<file path="config.mk">
export PLATFORM = sky130hd
export DESIGN_NAME = channel_rssi_peak_hold_monitor_core
export DESIGN_NICKNAME = d
export VERILOG_FILES = /design/src/hw/rtl/chrssi_pkg.sv /design/src/hw/rtl/channel_rssi_peak_hold_monitor_core.sv /design/src/hw/rtl/chrssi_front.sv /design/src/hw/rtl/chrssi_resq.sv /design/src/hw/rtl/chrssi_back.sv
export SDC_FILE = /design/constraint.sdc
export NUM_CORES = 2
export LEC_CHECK = 0
export BUFFER_PORTS_ARGS = -buffer_cell sky130_fd_sc_hd__buf_4
export CORE_AREA = 2 2 352 354
export DETAILED_ROUTE_END_ITERATION = 6
export DIE_AREA = 0 0 354 356
export GPL_TIMING_DRIVEN = 0
export SYNTH_ARGS = -nofsm -noshare
export SYNTH_HDL_FRONTEND = slang
export SYNTH_HIERARCHICAL = 1
export SYNTH_SLANG_ARGS = --single-unit
export TNS_END_PERCENT = 100
</file>
<file path="constraint.sdc">
create_clock -name clk -period 21 [get_ports clk]
set_clock_uncertainty 0.2 [all_clocks]
set_input_delay 6.3 -clock clk [delete_from_list [all_inputs] [get_ports clk]]
set_output_delay 6.3 -clock clk [all_outputs]
set_load 0.02 [all_outputs]
</file>
<file path="src/hw/rtl/chrssi_pkg.sv">
// ----------------------------------------------------------------------------
// chrssi_pkg
// Shared types and constants of the per-channel RSSI peak hold monitor.
// ----------------------------------------------------------------------------
package chrssi_pkg;

    // channel table geometry
    localparam int NUM_CHANNELS = 14;
    localparam int COUNT_WIDTH  = 32;
    localparam int CH_W         = 4;
    localparam int CH_IDX_W     = $clog2(NUM_CHANNELS);

    // field widths
    localparam int FUNC_W = 3;
    localparam int RSSI_W = 8;
    localparam int PKT_W  = 32;

    // configuration port
    localparam int CFG_IDX_W  = 1;
    localparam int CFG_DATA_W = 8;
    localparam logic [CFG_IDX_W-1:0] REG_LAST_CHANNEL = 1'b0;
    localparam logic [CFG_IDX_W-1:0] REG_FLOOR_LEVEL  = 1'b1;

    // reset and special values
    localparam logic [CH_W-1:0]          RESET_LAST_CHANNEL = 4'd13;
    localparam logic signed [RSSI_W-1:0] RESET_FLOOR        = -8'sd100;
    localparam logic signed [RSSI_W-1:0] OUT_OF_RANGE_PEAK  = -8'sd128;
    localparam logic [CH_W-1:0]          FIRST_CHANNEL      = 4'd1;

    // request function codes
    localparam logic [FUNC_W-1:0] FUNC_FRAME = 3'd0;
    localparam logic [FUNC_W-1:0] FUNC_HOP   = 3'd1;
    localparam logic [FUNC_W-1:0] FUNC_DECAY = 3'd2;
    localparam logic [FUNC_W-1:0] FUNC_CLEAR = 3'd3;
    localparam logic [FUNC_W-1:0] FUNC_READ  = 3'd4;

    // queue geometry, both queues
    localparam int Q_DEPTH = 2;
    localparam int Q_AW    = $clog2(Q_DEPTH);
    localparam int Q_CW    = $clog2(Q_DEPTH + 1);

    // classified operation
    typedef enum logic [2:0] {
        OP_FRAME,
        OP_HOP,
        OP_DECAY,
        OP_CLEAR,
        OP_READ,
        OP_NONE
    } op_t;

    // back end sequencer states
    typedef enum logic [1:0] {
        ST_IDLE,
        ST_HOP,
        ST_SWEEP,
        ST_REPORT
    } state_t;

    // classified request handed from front to back
    typedef struct packed {
        op_t                      op;
        logic signed [RSSI_W-1:0] rssi;
        logic [CH_W-1:0]          query;
    } cmd_t;

    // one result item
    typedef struct packed {
        logic [CH_W-1:0]          report_channel;
        logic signed [RSSI_W-1:0] peak_rssi;
        logic [PKT_W-1:0]         packet_count;
        logic [CH_W-1:0]          active_channel;
    } res_t;

endpackage

</file>
<file path="src/hw/rtl/channel_rssi_peak_hold_monitor_core.sv">
// ----------------------------------------------------------------------------
// channel_rssi_peak_hold_monitor_core
// Per-channel RSSI peak hold monitor with packet counts, hop and decay.
// ----------------------------------------------------------------------------
// Sequencing: frame, clear, read and unused codes take effect in IDLE and report from
//   REPORT; hop steps through HOP, subtracting the last channel once per wrap, then
//   reports; decay sweeps channels 1 to the last channel (up to 14) in SWEEP, then reports.
// The back end takes one request at a time and takes no new request until the result of
//   the last has been pushed; it waits in REPORT while the result queue is full.
// Reset: asynchronous, active low; peaks -100, counts 0, current channel 1,
//   last channel 13, floor -100, both queues empty; no clearing pass.
module channel_rssi_peak_hold_monitor_core (
    input  logic                                  clk,
    input  logic                                  rst_n,
    input  logic                                  push,
    output logic                                  full,
    input  logic [chrssi_pkg::FUNC_W-1:0]         func,
    input  logic signed [chrssi_pkg::RSSI_W-1:0]  rssi,
    input  logic [chrssi_pkg::CH_W-1:0]           query_channel,
    output logic                                  empty,
    input  logic                                  pop,
    output logic [chrssi_pkg::CH_W-1:0]           report_channel,
    output logic signed [chrssi_pkg::RSSI_W-1:0]  peak_rssi,
    output logic [chrssi_pkg::PKT_W-1:0]          packet_count,
    output logic [chrssi_pkg::CH_W-1:0]           active_channel,
    input  logic                                  cfg_valid,
    output logic                                  cfg_ready,
    input  logic [chrssi_pkg::CFG_IDX_W-1:0]      cfg_index,
    input  logic [chrssi_pkg::CFG_DATA_W-1:0]     cfg_data
);
    import chrssi_pkg::*;

    logic cmd_valid;
    cmd_t cmd;
    logic cmd_pop;
    logic res_push;
    res_t res;
    logic res_full;
    res_t res_out;

    // request intake and classification
    chrssi_front u_front (
        .clk           (clk),
        .rst_n         (rst_n),
        .push          (push),
        .full          (full),
        .func          (func),
        .rssi          (rssi),
        .query_channel (query_channel),
        .cmd_valid     (cmd_valid),
        .cmd           (cmd),
        .cmd_pop       (cmd_pop)
    );

    // execution against the channel tables
    chrssi_back u_back (
        .clk       (clk),
        .rst_n     (rst_n),
        .cfg_valid (cfg_valid),
        .cfg_ready (cfg_ready),
        .cfg_index (cfg_index),
        .cfg_data  (cfg_data),
        .cmd_valid (cmd_valid),
        .cmd       (cmd),
        .cmd_pop   (cmd_pop),
        .res_push  (res_push),
        .res       (res),
        .res_full  (res_full)
    );

    // result buffering
    chrssi_resq u_resq (
        .clk      (clk),
        .rst_n    (rst_n),
        .res_push (res_push),
        .res_in   (res),
        .res_full (res_full),
        .pop      (pop),
        .empty    (empty),
        .res_out  (res_out)
    );

    assign report_channel = res_out.report_channel;
    assign peak_rssi      = res_out.peak_rssi;
    assign packet_count   = res_out.packet_count;
    assign active_channel = res_out.active_channel;

endmodule

</file>
<file path="src/hw/rtl/chrssi_front.sv">
// ----------------------------------------------------------------------------
// chrssi_front
// Accepts requests, classifies the function code and buffers them in a
// short command queue for the back end.
// ----------------------------------------------------------------------------
module chrssi_front (
    input  logic                              clk,
    input  logic                              rst_n,
    input  logic                              push,
    output logic                              full,
    input  logic [chrssi_pkg::FUNC_W-1:0]     func,
    input  logic signed [chrssi_pkg::RSSI_W-1:0] rssi,
    input  logic [chrssi_pkg::CH_W-1:0]       query_channel,
    output logic                              cmd_valid,
    output chrssi_pkg::cmd_t                  cmd,
    input  logic                              cmd_pop
);
    import chrssi_pkg::*;

    cmd_t            q_mem [Q_DEPTH];
    logic [Q_AW-1:0] wr_ptr_reg;
    logic [Q_AW-1:0] wr_ptr_next;
    logic [Q_AW-1:0] rd_ptr_reg;
    logic [Q_AW-1:0] rd_ptr_next;
    logic [Q_CW-1:0] cnt_reg;
    logic [Q_CW-1:0] cnt_next;
    cmd_t            cmd_in;
    logic            do_push;
    logic            do_pop;

    // classify the function code
    always_comb
    begin
        cmd_in.rssi  = rssi;
        cmd_in.query = query_channel;
        unique case (func)
            FUNC_FRAME: cmd_in.op = OP_FRAME;
            FUNC_HOP:   cmd_in.op = OP_HOP;
            FUNC_DECAY: cmd_in.op = OP_DECAY;
            FUNC_CLEAR: cmd_in.op = OP_CLEAR;
            FUNC_READ:  cmd_in.op = OP_READ;
            default:    cmd_in.op = OP_NONE;
        endcase
    end

    // queue status
    assign full      = (cnt_reg == Q_CW'(Q_DEPTH));
    assign cmd_valid = (cnt_reg != '0);
    assign cmd       = q_mem[rd_ptr_reg];
    assign do_push   = push && !full;
    assign do_pop    = cmd_pop && cmd_valid;

    // pointer and fill count update
    always_comb
    begin
        wr_ptr_next = do_push ? wr_ptr_reg + Q_AW'(1) : wr_ptr_reg;
        rd_ptr_next = do_pop  ? rd_ptr_reg + Q_AW'(1) : rd_ptr_reg;
        cnt_next    = cnt_reg + Q_CW'(do_push) - Q_CW'(do_pop);
    end

    always_ff @(posedge clk or negedge rst_n)
    begin
        if (!rst_n)
        begin
            wr_ptr_reg <= '0;
            rd_ptr_reg <= '0;
            cnt_reg    <= '0;
        end
        else
        begin
            wr_ptr_reg <= wr_ptr_next;
            rd_ptr_reg <= rd_ptr_next;
            cnt_reg    <= cnt_next;
        end
    end

    // queue storage
    always_ff @(posedge clk)
    begin
        if (do_push)
        begin
            q_mem[wr_ptr_reg] <= cmd_in;
        end
    end

endmodule

</file>
<file path="src/hw/rtl/chrssi_resq.sv">
// ----------------------------------------------------------------------------
// chrssi_resq
// Short result queue; separates the back end from the result consumer.
// ----------------------------------------------------------------------------
module chrssi_resq (
    input  logic             clk,
    input  logic             rst_n,
    input  logic             res_push,
    input  chrssi_pkg::res_t res_in,
    output logic             res_full,
    input  logic             pop,
    output logic             empty,
    output chrssi_pkg::res_t res_out
);
    import chrssi_pkg::*;

    res_t            q_mem [Q_DEPTH];
    logic [Q_AW-1:0] wr_ptr_reg;
    logic [Q_AW-1:0] rd_ptr_reg;
    logic [Q_CW-1:0] cnt_reg;
    logic            do_push;
    logic            do_pop;

    // queue status
    assign res_full = (cnt_reg == Q_CW'(Q_DEPTH));
    assign empty    = (cnt_reg == '0);
    assign res_out  = q_mem[rd_ptr_reg];
    assign do_push  = res_push && !res_full;
    assign do_pop   = pop && !empty;

    // pointers and fill count
    always_ff @(posedge clk or negedge rst_n)
    begin
        if (!rst_n)
        begin
            wr_ptr_reg <= '0;
            rd_ptr_reg <= '0;
            cnt_reg    <= '0;
        end
        else
        begin
            if (do_push)
            begin
                wr_ptr_reg <= wr_ptr_reg + Q_AW'(1);
            end
            if (do_pop)
            begin
                rd_ptr_reg <= rd_ptr_reg + Q_AW'(1);
            end
            cnt_reg <= cnt_reg + Q_CW'(do_push) - Q_CW'(do_pop);
        end
    end

    // queue storage
    always_ff @(posedge clk)
    begin
        if (do_push)
        begin
            q_mem[wr_ptr_reg] <= res_in;
        end
    end

endmodule

</file>
<file path="src/hw/rtl/chrssi_back.sv">
// ----------------------------------------------------------------------------
// chrssi_back
// Executes classified requests against the peak and count tables, holds
// the configuration registers and the current channel.
// ----------------------------------------------------------------------------
module chrssi_back (
    input  logic                                 clk,
    input  logic                                 rst_n,
    input  logic                                 cfg_valid,
    output logic                                 cfg_ready,
    input  logic [chrssi_pkg::CFG_IDX_W-1:0]     cfg_index,
    input  logic [chrssi_pkg::CFG_DATA_W-1:0]    cfg_data,
    input  logic                                 cmd_valid,
    input  chrssi_pkg::cmd_t                     cmd,
    output logic                                 cmd_pop,
    output logic                                 res_push,
    output chrssi_pkg::res_t                     res,
    input  logic                                 res_full
);
    import chrssi_pkg::*;

    state_t                   state_reg;
    state_t                   state_next;
    cmd_t                     cmd_reg;
    logic [CH_W-1:0]          last_channel_reg;
    logic signed [RSSI_W-1:0] floor_level_reg;
    logic [CH_W-1:0]          cur_reg;
    logic [CH_W-1:0]          hop_reg;
    logic [CH_IDX_W-1:0]      idx_reg;
    logic signed [RSSI_W-1:0] peak_reg  [NUM_CHANNELS];
    logic [COUNT_WIDTH-1:0]   count_reg [NUM_CHANNELS];
    logic [CH_W-1:0]          lim;
    logic [CH_IDX_W-1:0]      cur_idx;
    logic [CH_IDX_W-1:0]      query_idx;
    logic [CH_IDX_W-1:0]      last_idx;
    logic                     query_ok;

    // configuration writes are always taken
    assign cfg_ready = 1'b1;

    always_ff @(posedge clk or negedge rst_n)
    begin
        if (!rst_n)
        begin
            last_channel_reg <= RESET_LAST_CHANNEL;
            floor_level_reg  <= RESET_FLOOR;
        end
        else if (cfg_valid)
        begin
            unique case (cfg_index)
                REG_LAST_CHANNEL: last_channel_reg <= cfg_data[CH_W-1:0];
                REG_FLOOR_LEVEL:  floor_level_reg  <= $signed(cfg_data[RSSI_W-1:0]);
                default:          ;
            endcase
        end
    end

    // effective last channel, clamped to 1..NUM_CHANNELS
    always_comb
    begin
        priority if (last_channel_reg == '0)
        begin
            lim = FIRST_CHANNEL;
        end
        else if (last_channel_reg > CH_W'(NUM_CHANNELS))
        begin
            lim = CH_W'(NUM_CHANNELS);
        end
        else
        begin
            lim = last_channel_reg;
        end
    end

    // table indices
    assign cur_idx   = CH_IDX_W'(cur_reg - FIRST_CHANNEL);
    assign query_idx = CH_IDX_W'(cmd_reg.query - FIRST_CHANNEL);
    assign last_idx  = CH_IDX_W'(lim - FIRST_CHANNEL);
    assign query_ok  = (cmd_reg.query >= FIRST_CHANNEL) && (cmd_reg.query <= lim);

    // next state
    always_comb
    begin
        state_next = state_reg;
        unique case (state_reg)
            ST_IDLE:
            begin
                if (cmd_valid)
                begin
                    unique case (cmd.op)
                        OP_HOP:   state_next = ST_HOP;
                        OP_DECAY: state_next = ST_SWEEP;
                        default:  state_next = ST_REPORT;
                    endcase
                end
            end
            ST_HOP:
            begin
                if (hop_reg <= lim)
                begin
                    state_next = ST_REPORT;
                end
            end
            ST_SWEEP:
            begin
                if (idx_reg == last_idx)
                begin
                    state_next = ST_REPORT;
                end
            end
            ST_REPORT:
            begin
                if (!res_full)
                begin
                    state_next = ST_IDLE;
                end
            end
            default: state_next = ST_IDLE;
        endcase
    end

    // handshake outputs
    always_comb
    begin
        cmd_pop  = (state_reg == ST_IDLE) && cmd_valid;
        res_push = (state_reg == ST_REPORT) && !res_full;
    end

    // result formation from the tables after the step
    always_comb
    begin
        res.active_channel = cur_reg;
        if (cmd_reg.op == OP_READ)
        begin
            res.report_channel = cmd_reg.query;
            if (query_ok)
            begin
                res.peak_rssi    = peak_reg[query_idx];
                res.packet_count = PKT_W'(count_reg[query_idx]);
            end
            else
            begin
                res.peak_rssi    = OUT_OF_RANGE_PEAK;
                res.packet_count = '0;
            end
        end
        else
        begin
            res.report_channel = cur_reg;
            res.peak_rssi      = peak_reg[cur_idx];
            res.packet_count   = PKT_W'(count_reg[cur_idx]);
        end
    end

    // sequencer state
    always_ff @(posedge clk or negedge rst_n)
    begin
        if (!rst_n)
        begin
            state_reg <= ST_IDLE;
        end
        else
        begin
            state_reg <= state_next;
        end
    end

    // command latch and working registers
    always_ff @(posedge clk)
    begin
        if (cmd_pop)
        begin
            cmd_reg <= cmd;
            hop_reg <= cur_reg;
            idx_reg <= '0;
        end
        else if (state_reg == ST_HOP && hop_reg > lim)
        begin
            // repeated subtraction reduces the current channel into 1..last channel
            hop_reg <= hop_reg - lim;
        end
        else if (state_reg == ST_SWEEP)
        begin
            idx_reg <= idx_reg + CH_IDX_W'(1);
        end
    end

    // current channel and channel tables
    always_ff @(posedge clk or negedge rst_n)
    begin
        if (!rst_n)
        begin
            cur_reg <= FIRST_CHANNEL;
            for (int i = 0; i < NUM_CHANNELS; i++)
            begin
                peak_reg[i]  <= RESET_FLOOR;
                count_reg[i] <= '0;
            end
        end
        else
        begin
            unique case (state_reg)
                ST_IDLE:
                begin
                    if (cmd_valid)
                    begin
                        if (cmd.op == OP_FRAME)
                        begin
                            if (cmd.rssi > peak_reg[cur_idx])
                            begin
                                peak_reg[cur_idx] <= cmd.rssi;
                            end
                            count_reg[cur_idx] <= count_reg[cur_idx] + COUNT_WIDTH'(1);
                        end
                        else if (cmd.op == OP_CLEAR)
                        begin
                            for (int i = 0; i < NUM_CHANNELS; i++)
                            begin
                                peak_reg[i]  <= floor_level_reg;
                                count_reg[i] <= '0;
                            end
                        end
                    end
                end
                ST_HOP:
                begin
                    if (hop_reg <= lim)
                    begin
                        cur_reg <= (hop_reg == lim) ? FIRST_CHANNEL
                                                    : hop_reg + FIRST_CHANNEL;
                    end
                end
                ST_SWEEP:
                begin
                    // one peak per cycle drops towards the floor
                    if (peak_reg[idx_reg] > floor_level_reg)
                    begin
                        peak_reg[idx_reg] <= peak_reg[idx_reg] - 8'sd1;
                    end
                end
                ST_REPORT: ;
                default:   ;
            endcase
        end
    end

endmodule

</file>
# --- Word level (Yosys, flattened, before mapping) ---
# Memories as Yosys holds them, arrays and structs flattened.
# Index checks and enable logic that the tools add are counted.
word_totals:
  register_bits: 601
  ram_bits: 126
  in_bits: 29
  output_inout_bits: 51
  elab_cells: 178
  memories: 2
memory_table:
  columns: ["memory", "depth", "width", "rd", "rd_clocked_by_memory_dff", "write_ports", "line", "source"]
  rows:
  - ["u_resq.q_mem", 2, 48, 1, 0, 1, "chrssi_resq.sv:17", "res_t q_mem [Q_DEPTH];"]
  - ["u_front.q_mem", 2, 15, 1, 0, 1, "chrssi_front.sv:20", "cmd_t q_mem [Q_DEPTH];"]
classes:
  n_addsub: 16
  order_cmp: 12
  eq_ne: 22
  muxes: 50
  bitwise: 5
  n_reduce_logical: 29
op_table:
  columns: ["operator", "count"]
  rows:
  - ["$mux W448", 2]
  - ["$mux W112", 5]
  - ["$bwmux W448", 1]
  - ["$bmux W32 S4", 2]
  - ["$bwmux W112", 2]
  - ["$pmux W112 S2", 1]
  - ["$mux W32", 5]
  - ["$demux W32 S4", 1]
  - ["$bmux W8 S4", 3]
  - ["$demux W8 S4", 2]
  - ["$mux W8", 8]
  - ["$mux W44", 1]
  - ["$mux W40", 1]
  - ["$add A32 B1 Y32 const B", 1]
  - ["$mux W4", 5]
  - ["$gt A8 B8 Y1", 2]
  - ["$ge A5 B5 Y1 const B", 3]
  - ["$not A4 Y5", 3]
  - ["$pmux W3 S5", 1]
  - ["$eq A3 B2 Y1 const B", 4]
  - ["$sub A4 B1 Y4 const B", 3]
  - ["$logic_and A1 B1 Y1", 10]
  - ["$lt A5 B1 Y1 const B", 2]
  - ["$add A4 B1 Y4 const B", 2]
  - ["other kinds (31)", 64]

# --- Depth between registers and ports, before layout ---
depth:
  ltp_word: 11
  ltp_mapped: 30
  ltp_nobuf: 16

# --- By module ---
# The synthesis kept the hierarchy.
modules_own_cells:
  columns: ["module", "instances", "cells_each", "area_per_inst_um2"]
  rows:
  - ["chrssi_back", 1, 3759, 37448.4]
  - ["chrssi_resq", 1, 167, 3707.3]
  - ["chrssi_front", 1, 68, 1346.3]

# --- Least setup slack after synthesis ---
# Ideal clock, no wire load.
synth_path:
  path_kind: "input to register"
  start: "input push"
  end: "memory u_front/q_mem[0][0] in the netlist's numbering (enable)"
  setup_ns: 0.386
  arrival_ns: 7.046
  required_ns: 20.414
  path_slack_ns: 13.367
  stages: 2
  path_buffers: 0
  cell_sequence: "nand2_1 nor2_1"
synth_via:
  elab_chain_len: 3
synth_lines:
  columns: ["element", "line", "source"]
  rows:
  - ["start, declared", "channel_rssi_peak_hold_monitor_core.sv:15", "input logic push,"]
  - ["$logic_and A1 B1 Y1", "chrssi_front.sv:50", "assign do_push = push && !full;"]
  - ["$mux W1", "chrssi_front.sv:80", "if (do_push)"]
  - ["$mux W1 (not written as such)", "chrssi_front.sv:82", "q_mem[wr_ptr_reg] <= cmd_in;"]
  - ["end, declared", "chrssi_front.sv:20", null]
# Every way passes these cells.

# --- Worst setup path in the final report ---
layout_path:
  start: "register u_back.cur_reg[0]"
  end: "register u_back/peak_reg[73] in the netlist's numbering"
layout_via:
  elab_chain_len: 11
  elab_cells_between_ends: 18
  classes_between: "add/sub: 1; order compare: 3; eq/ne: 1; mux: 10; bitwise: 1; reduce/logical: 2"
layout_lines:
  columns: ["element", "line", "source"]
  rows:
  - ["start, declared", "chrssi_back.sv:27", "logic [CH_W-1:0] cur_reg;"]
  - ["start signal, assigned", "chrssi_back.sv:229", "cur_reg <= (hop_reg == lim) ? FIRST_CHANNEL"]
  - ["$sub A4 B1 Y4 (*)", "chrssi_back.sv:76", "assign cur_idx = CH_IDX_W'(cur_reg - FIRST_CHANNEL);"]
  - ["$not A4 Y5 (not written as such) (*)", "chrssi_back.sv:209, chrssi_back.sv:211", null]
  - ["parallel branches: the longest is 9 deep, another holds $gt A8 B8 Y1", null, null]
  - ["end signal, assigned by index", "chrssi_back.sv:211", "peak_reg[cur_idx] <= cmd.rssi;"]
  - ["end signal, assigned by index", "chrssi_back.sv:219", "peak_reg[i] <= floor_level_reg;"]
  - ["end signal, assigned by index", "chrssi_back.sv:238", "peak_reg[idx_reg] <= peak_reg[idx_reg] - 8'sd1;"]
  - ["end, declared", "chrssi_back.sv:30", "logic signed [RSSI_W-1:0] peak_reg [NUM_CHANNELS];"]
# Every way passes the cells marked *. The select of a mux whose other input is x is not followed.
# A chain may end at the register's enable or synchronous reset.

==> impl_metrics.ini <==
[run_status]
status = complete, but fails checks
violations = capacitance limit, slew limit

[timing]
fmax_ghz = 0.08017
drv_slew = 23
setup_tns_ns = 0
post-route-worst-setup-slack_ns = 8.526
whs_ns = 0.2693
rsz0062_at_grt = false
hold_violations = 0
post-route-period-util_pct = 59.40
tightest_slew_ns = 1.592
setup_viol = 0
period_needed_ns = 12.47
relSlewSlack_pct = -6.124

[detailed_routing]
vias_per_cell = 6.533
post-route-drc-count = 0
ant_nets = 0
drtIter0Drc = 6089
vias = 38335
first_pass_iters = 6
wl_um = 192400
wl_per_cell_um = 32.78

[finish]
finalInstanceArea_sq_um = 48260
layout-drive-gt1-share_pct = 17.96
regArea_sq_um = 18940
n_fill_cell = 12115
multi_input_area_sq_um = 21530
area_delta_synth_final_pct = 13.54
largest_register_ffs = 448
fin_cells = 5868
fin_util_pct = 39.34
nets = 4239

[global_routing]
gr-usage-met3_pct = 10.97
grt_busiest_layer = met2
antenna_found_initial = 5
grtUsageMet1_pct = 37.95
grt_pass1_wl_um = 273400
grt_max_degree = 111
grt-ovfl-total = 0
first_global_vias = 37375
grtUsageTotal_pct = 30.10
grtUsageMet2_pct = 43.96

[critical_path]
worst_path_largest_cell_delay_ns = 1.05
cp-end-kind = flop
path_depth = 28
setup.worst_path.start = u_back/cur_reg[0]
timing.rr.start = u_back/cur_reg[0]
setup.worst_path.class = flop to flop
slowest_stage = nor2_1
crit_fanout = 10
arrival_ns = 12.80
crit_family = buffers and inverters
start_kind = flop
required_ns = 21.33
cpMostUsedCell = buf_4
critical_path_buf_inv_count = 15
rr_worst_depth = 28

[synth]
synthArstFlopShare_pct = 80.61
ys_top_cells_by_area = dfrtp_1, mux4_2, edfxtp_1
muxShareOfSynthArea_pct = 18.63
synth_top_family_by_area = multiplexers
synth_xor_area_share_pct = 1.024
syn_area_per_cell_sq_um = 10.64
synth_top_area_cell = dfrtp_1
synthAdderAreaFrac_pct = 1.431
ys_warn_count = 6
ys_seq_area_share_pct = 44.56
synthesis.area_sq_um = 42500
yosysUniqueCellTypes = 85
synth-edff-count = 137
synth-simple-area-share_pct = 12.48
synth_cells = 3994
synth-seq-cells = 727
synth_compound_area_share_pct = 17.03
syn_nets = 4071
synth_most_common_cell = nand2_1
synthTopCellsByCount = nand2_1, dfrtp_1, o21ai_0, clkbuf_1, mux4_2
synth_ff_type = dfrtp_1
synth_top_area_share_pct = 30.73

[worst_hold_path]
hp-start = u_back/cur_reg[3]
hold_path_depth = 0
hp-class = flop to flop

[cts]
cts_buffer_depth = 3
clk_pin_slew_worst_paths_ns = 0.06
post-cts-setup-buffers = 0
numCtsBuffers = 80
cts_resized = 0
htree_levels = 3
cts_sinks = 727
cts_hold_buf = 0
cts_root_buffer = clkbuf_16
tritoncts = yes
clk_latency_ns = 0.71

[flow_run]
maxCapViolCount = 2

[floorplan]
die_h_um = 356
dieArea_sq_um = 126000
rows = 129
start_util_pct = 34.65
core_area_sq_um = 122700
io_pins = 80
die_x_um = 354

[placed_design]
numPortBuffers = 78
hpwl_um = 135300
post-place-ws_ns = 9.388
placed_cells = 5716
routabilityCongestion = 1.050
place_area_sq_um = 45350

[pwr]
vdd_ir_drop_max_mv = 0.09143
p_leak_nw = 18.64
finalPower_mw = 8.275
p_per_area_nw_per_um2 = 171.5
## worst reg2reg max path, delay by kind of cell (launching register included)
kind                       cells  cell delay (ns)
DFF                            1             0.70
adders and majority gates      2             1.28
and+or+nand+nor                4             1.41
buffers and inverters         15             6.58
muxes                          1             0.42
AOI/OAI and AO/OA              6             1.71
## cell type report
class	instances	share of cell area, %
sequential	727	39.24
inverter	68	0.5289
clock buffer	102	4.511
buffer	399	3.754
tap	1637	4.244
antenna	4	0.02074
multi-input combinational	2800	44.61
clock inverter	45	1.454
timing repair buffer	86	1.628
## cell usage in the layout (no fill, tap or decap), types with 13 or more instances in the layout
| cell | n |
|---|---|
| nand4_1 | 31 |
| nand2b_1 | 20 |
| mux2_4 | 19 |
| a211oi_1 | 56 |
| o211ai_1 | 51 |
| mux4_2 | 261 |
| buf_4 | 95 |
| or3_1 | 34 |
| nand3_1 | 109 |
| nor2_1 | 231 |
| a31oi_1 | 28 |
| a22o_1 | 85 |
| clkbuf_16 | 82 |
| ha_1 | 47 |
| buf_2 | 44 |
| inv_1 | 66 |
| a21oi_1 | 134 |
| edfxtp_1 | 137 |
| mux2i_1 | 82 |
| a22oi_1 | 78 |
| clkbuf_1 | 295 |
| nor2b_1 | 13 |
| nor3_1 | 28 |
| nand2_1 | 647 |
| buf_6 | 16 |
| a221o_1 | 78 |
| dfstp_2 | 64 |
| o2bb2ai_1 | 56 |
| a311oi_1 | 47 |
| o21ai_0 | 300 |
| o31ai_1 | 29 |
| bufinv_16 | 16 |
| dfrtp_1 | 522 |
| xnor2_1 | 25 |
| clkinv_2 | 13 |
| xor2_1 | 20 |
| o22ai_1 | 40 |
| nor4_1 | 29 |
| buf_1 | 32 |
| mux2_2 | 77 |
## metal layers
layer | vias up | share of wire (%)
met1 | 19241 | 37
met2 | 2959 | 43
met4 | 4 | 7.0
li1 | 15393 | -
met5 | - | 0.014
met3 | 738 | 14
## where the power goes
part           leakage, nW  switching (mW)  total [mW]  internal [mW]
combinational         8.12            3.30        4.65           1.36
clock                 1.40           0.645        1.58          0.938
sequential            9.12           0.225        2.04           1.81
total                 18.6            4.17        8.28           4.11
## path summary, 6_finish.rpt
path                                         end  slack [ns]
setup / recovery             u_back/peak_reg[73]        8.53
hold / removal                u_resq/q_mem[1][3]        0.27
setup reg to reg             u_back/peak_reg[73]        8.53
hold reg to reg               u_resq/q_mem[1][3]        0.27
max in group asynchronous  u_back/count_reg[171]       13.53
min in group asynchronous    u_back/peak_reg[77]        5.34
## kinds of logic (layout without fill, tap and decap cells)
| kind of cell | after synthesis | count (layout) |
|---|---|---|
| compound gates | 1052 | 1052 |
| xor+xnor | 48 | 48 |
| fa+ha+maj | 48 | 48 |
| buf+inv | 467 | 700 |
| flops | 727 | 727 |
| mux | 445 | 445 |
| other cells | 1 | 5 |
| simple gates | 1206 | 1206 |
Power figures use the tool's default switching activity.
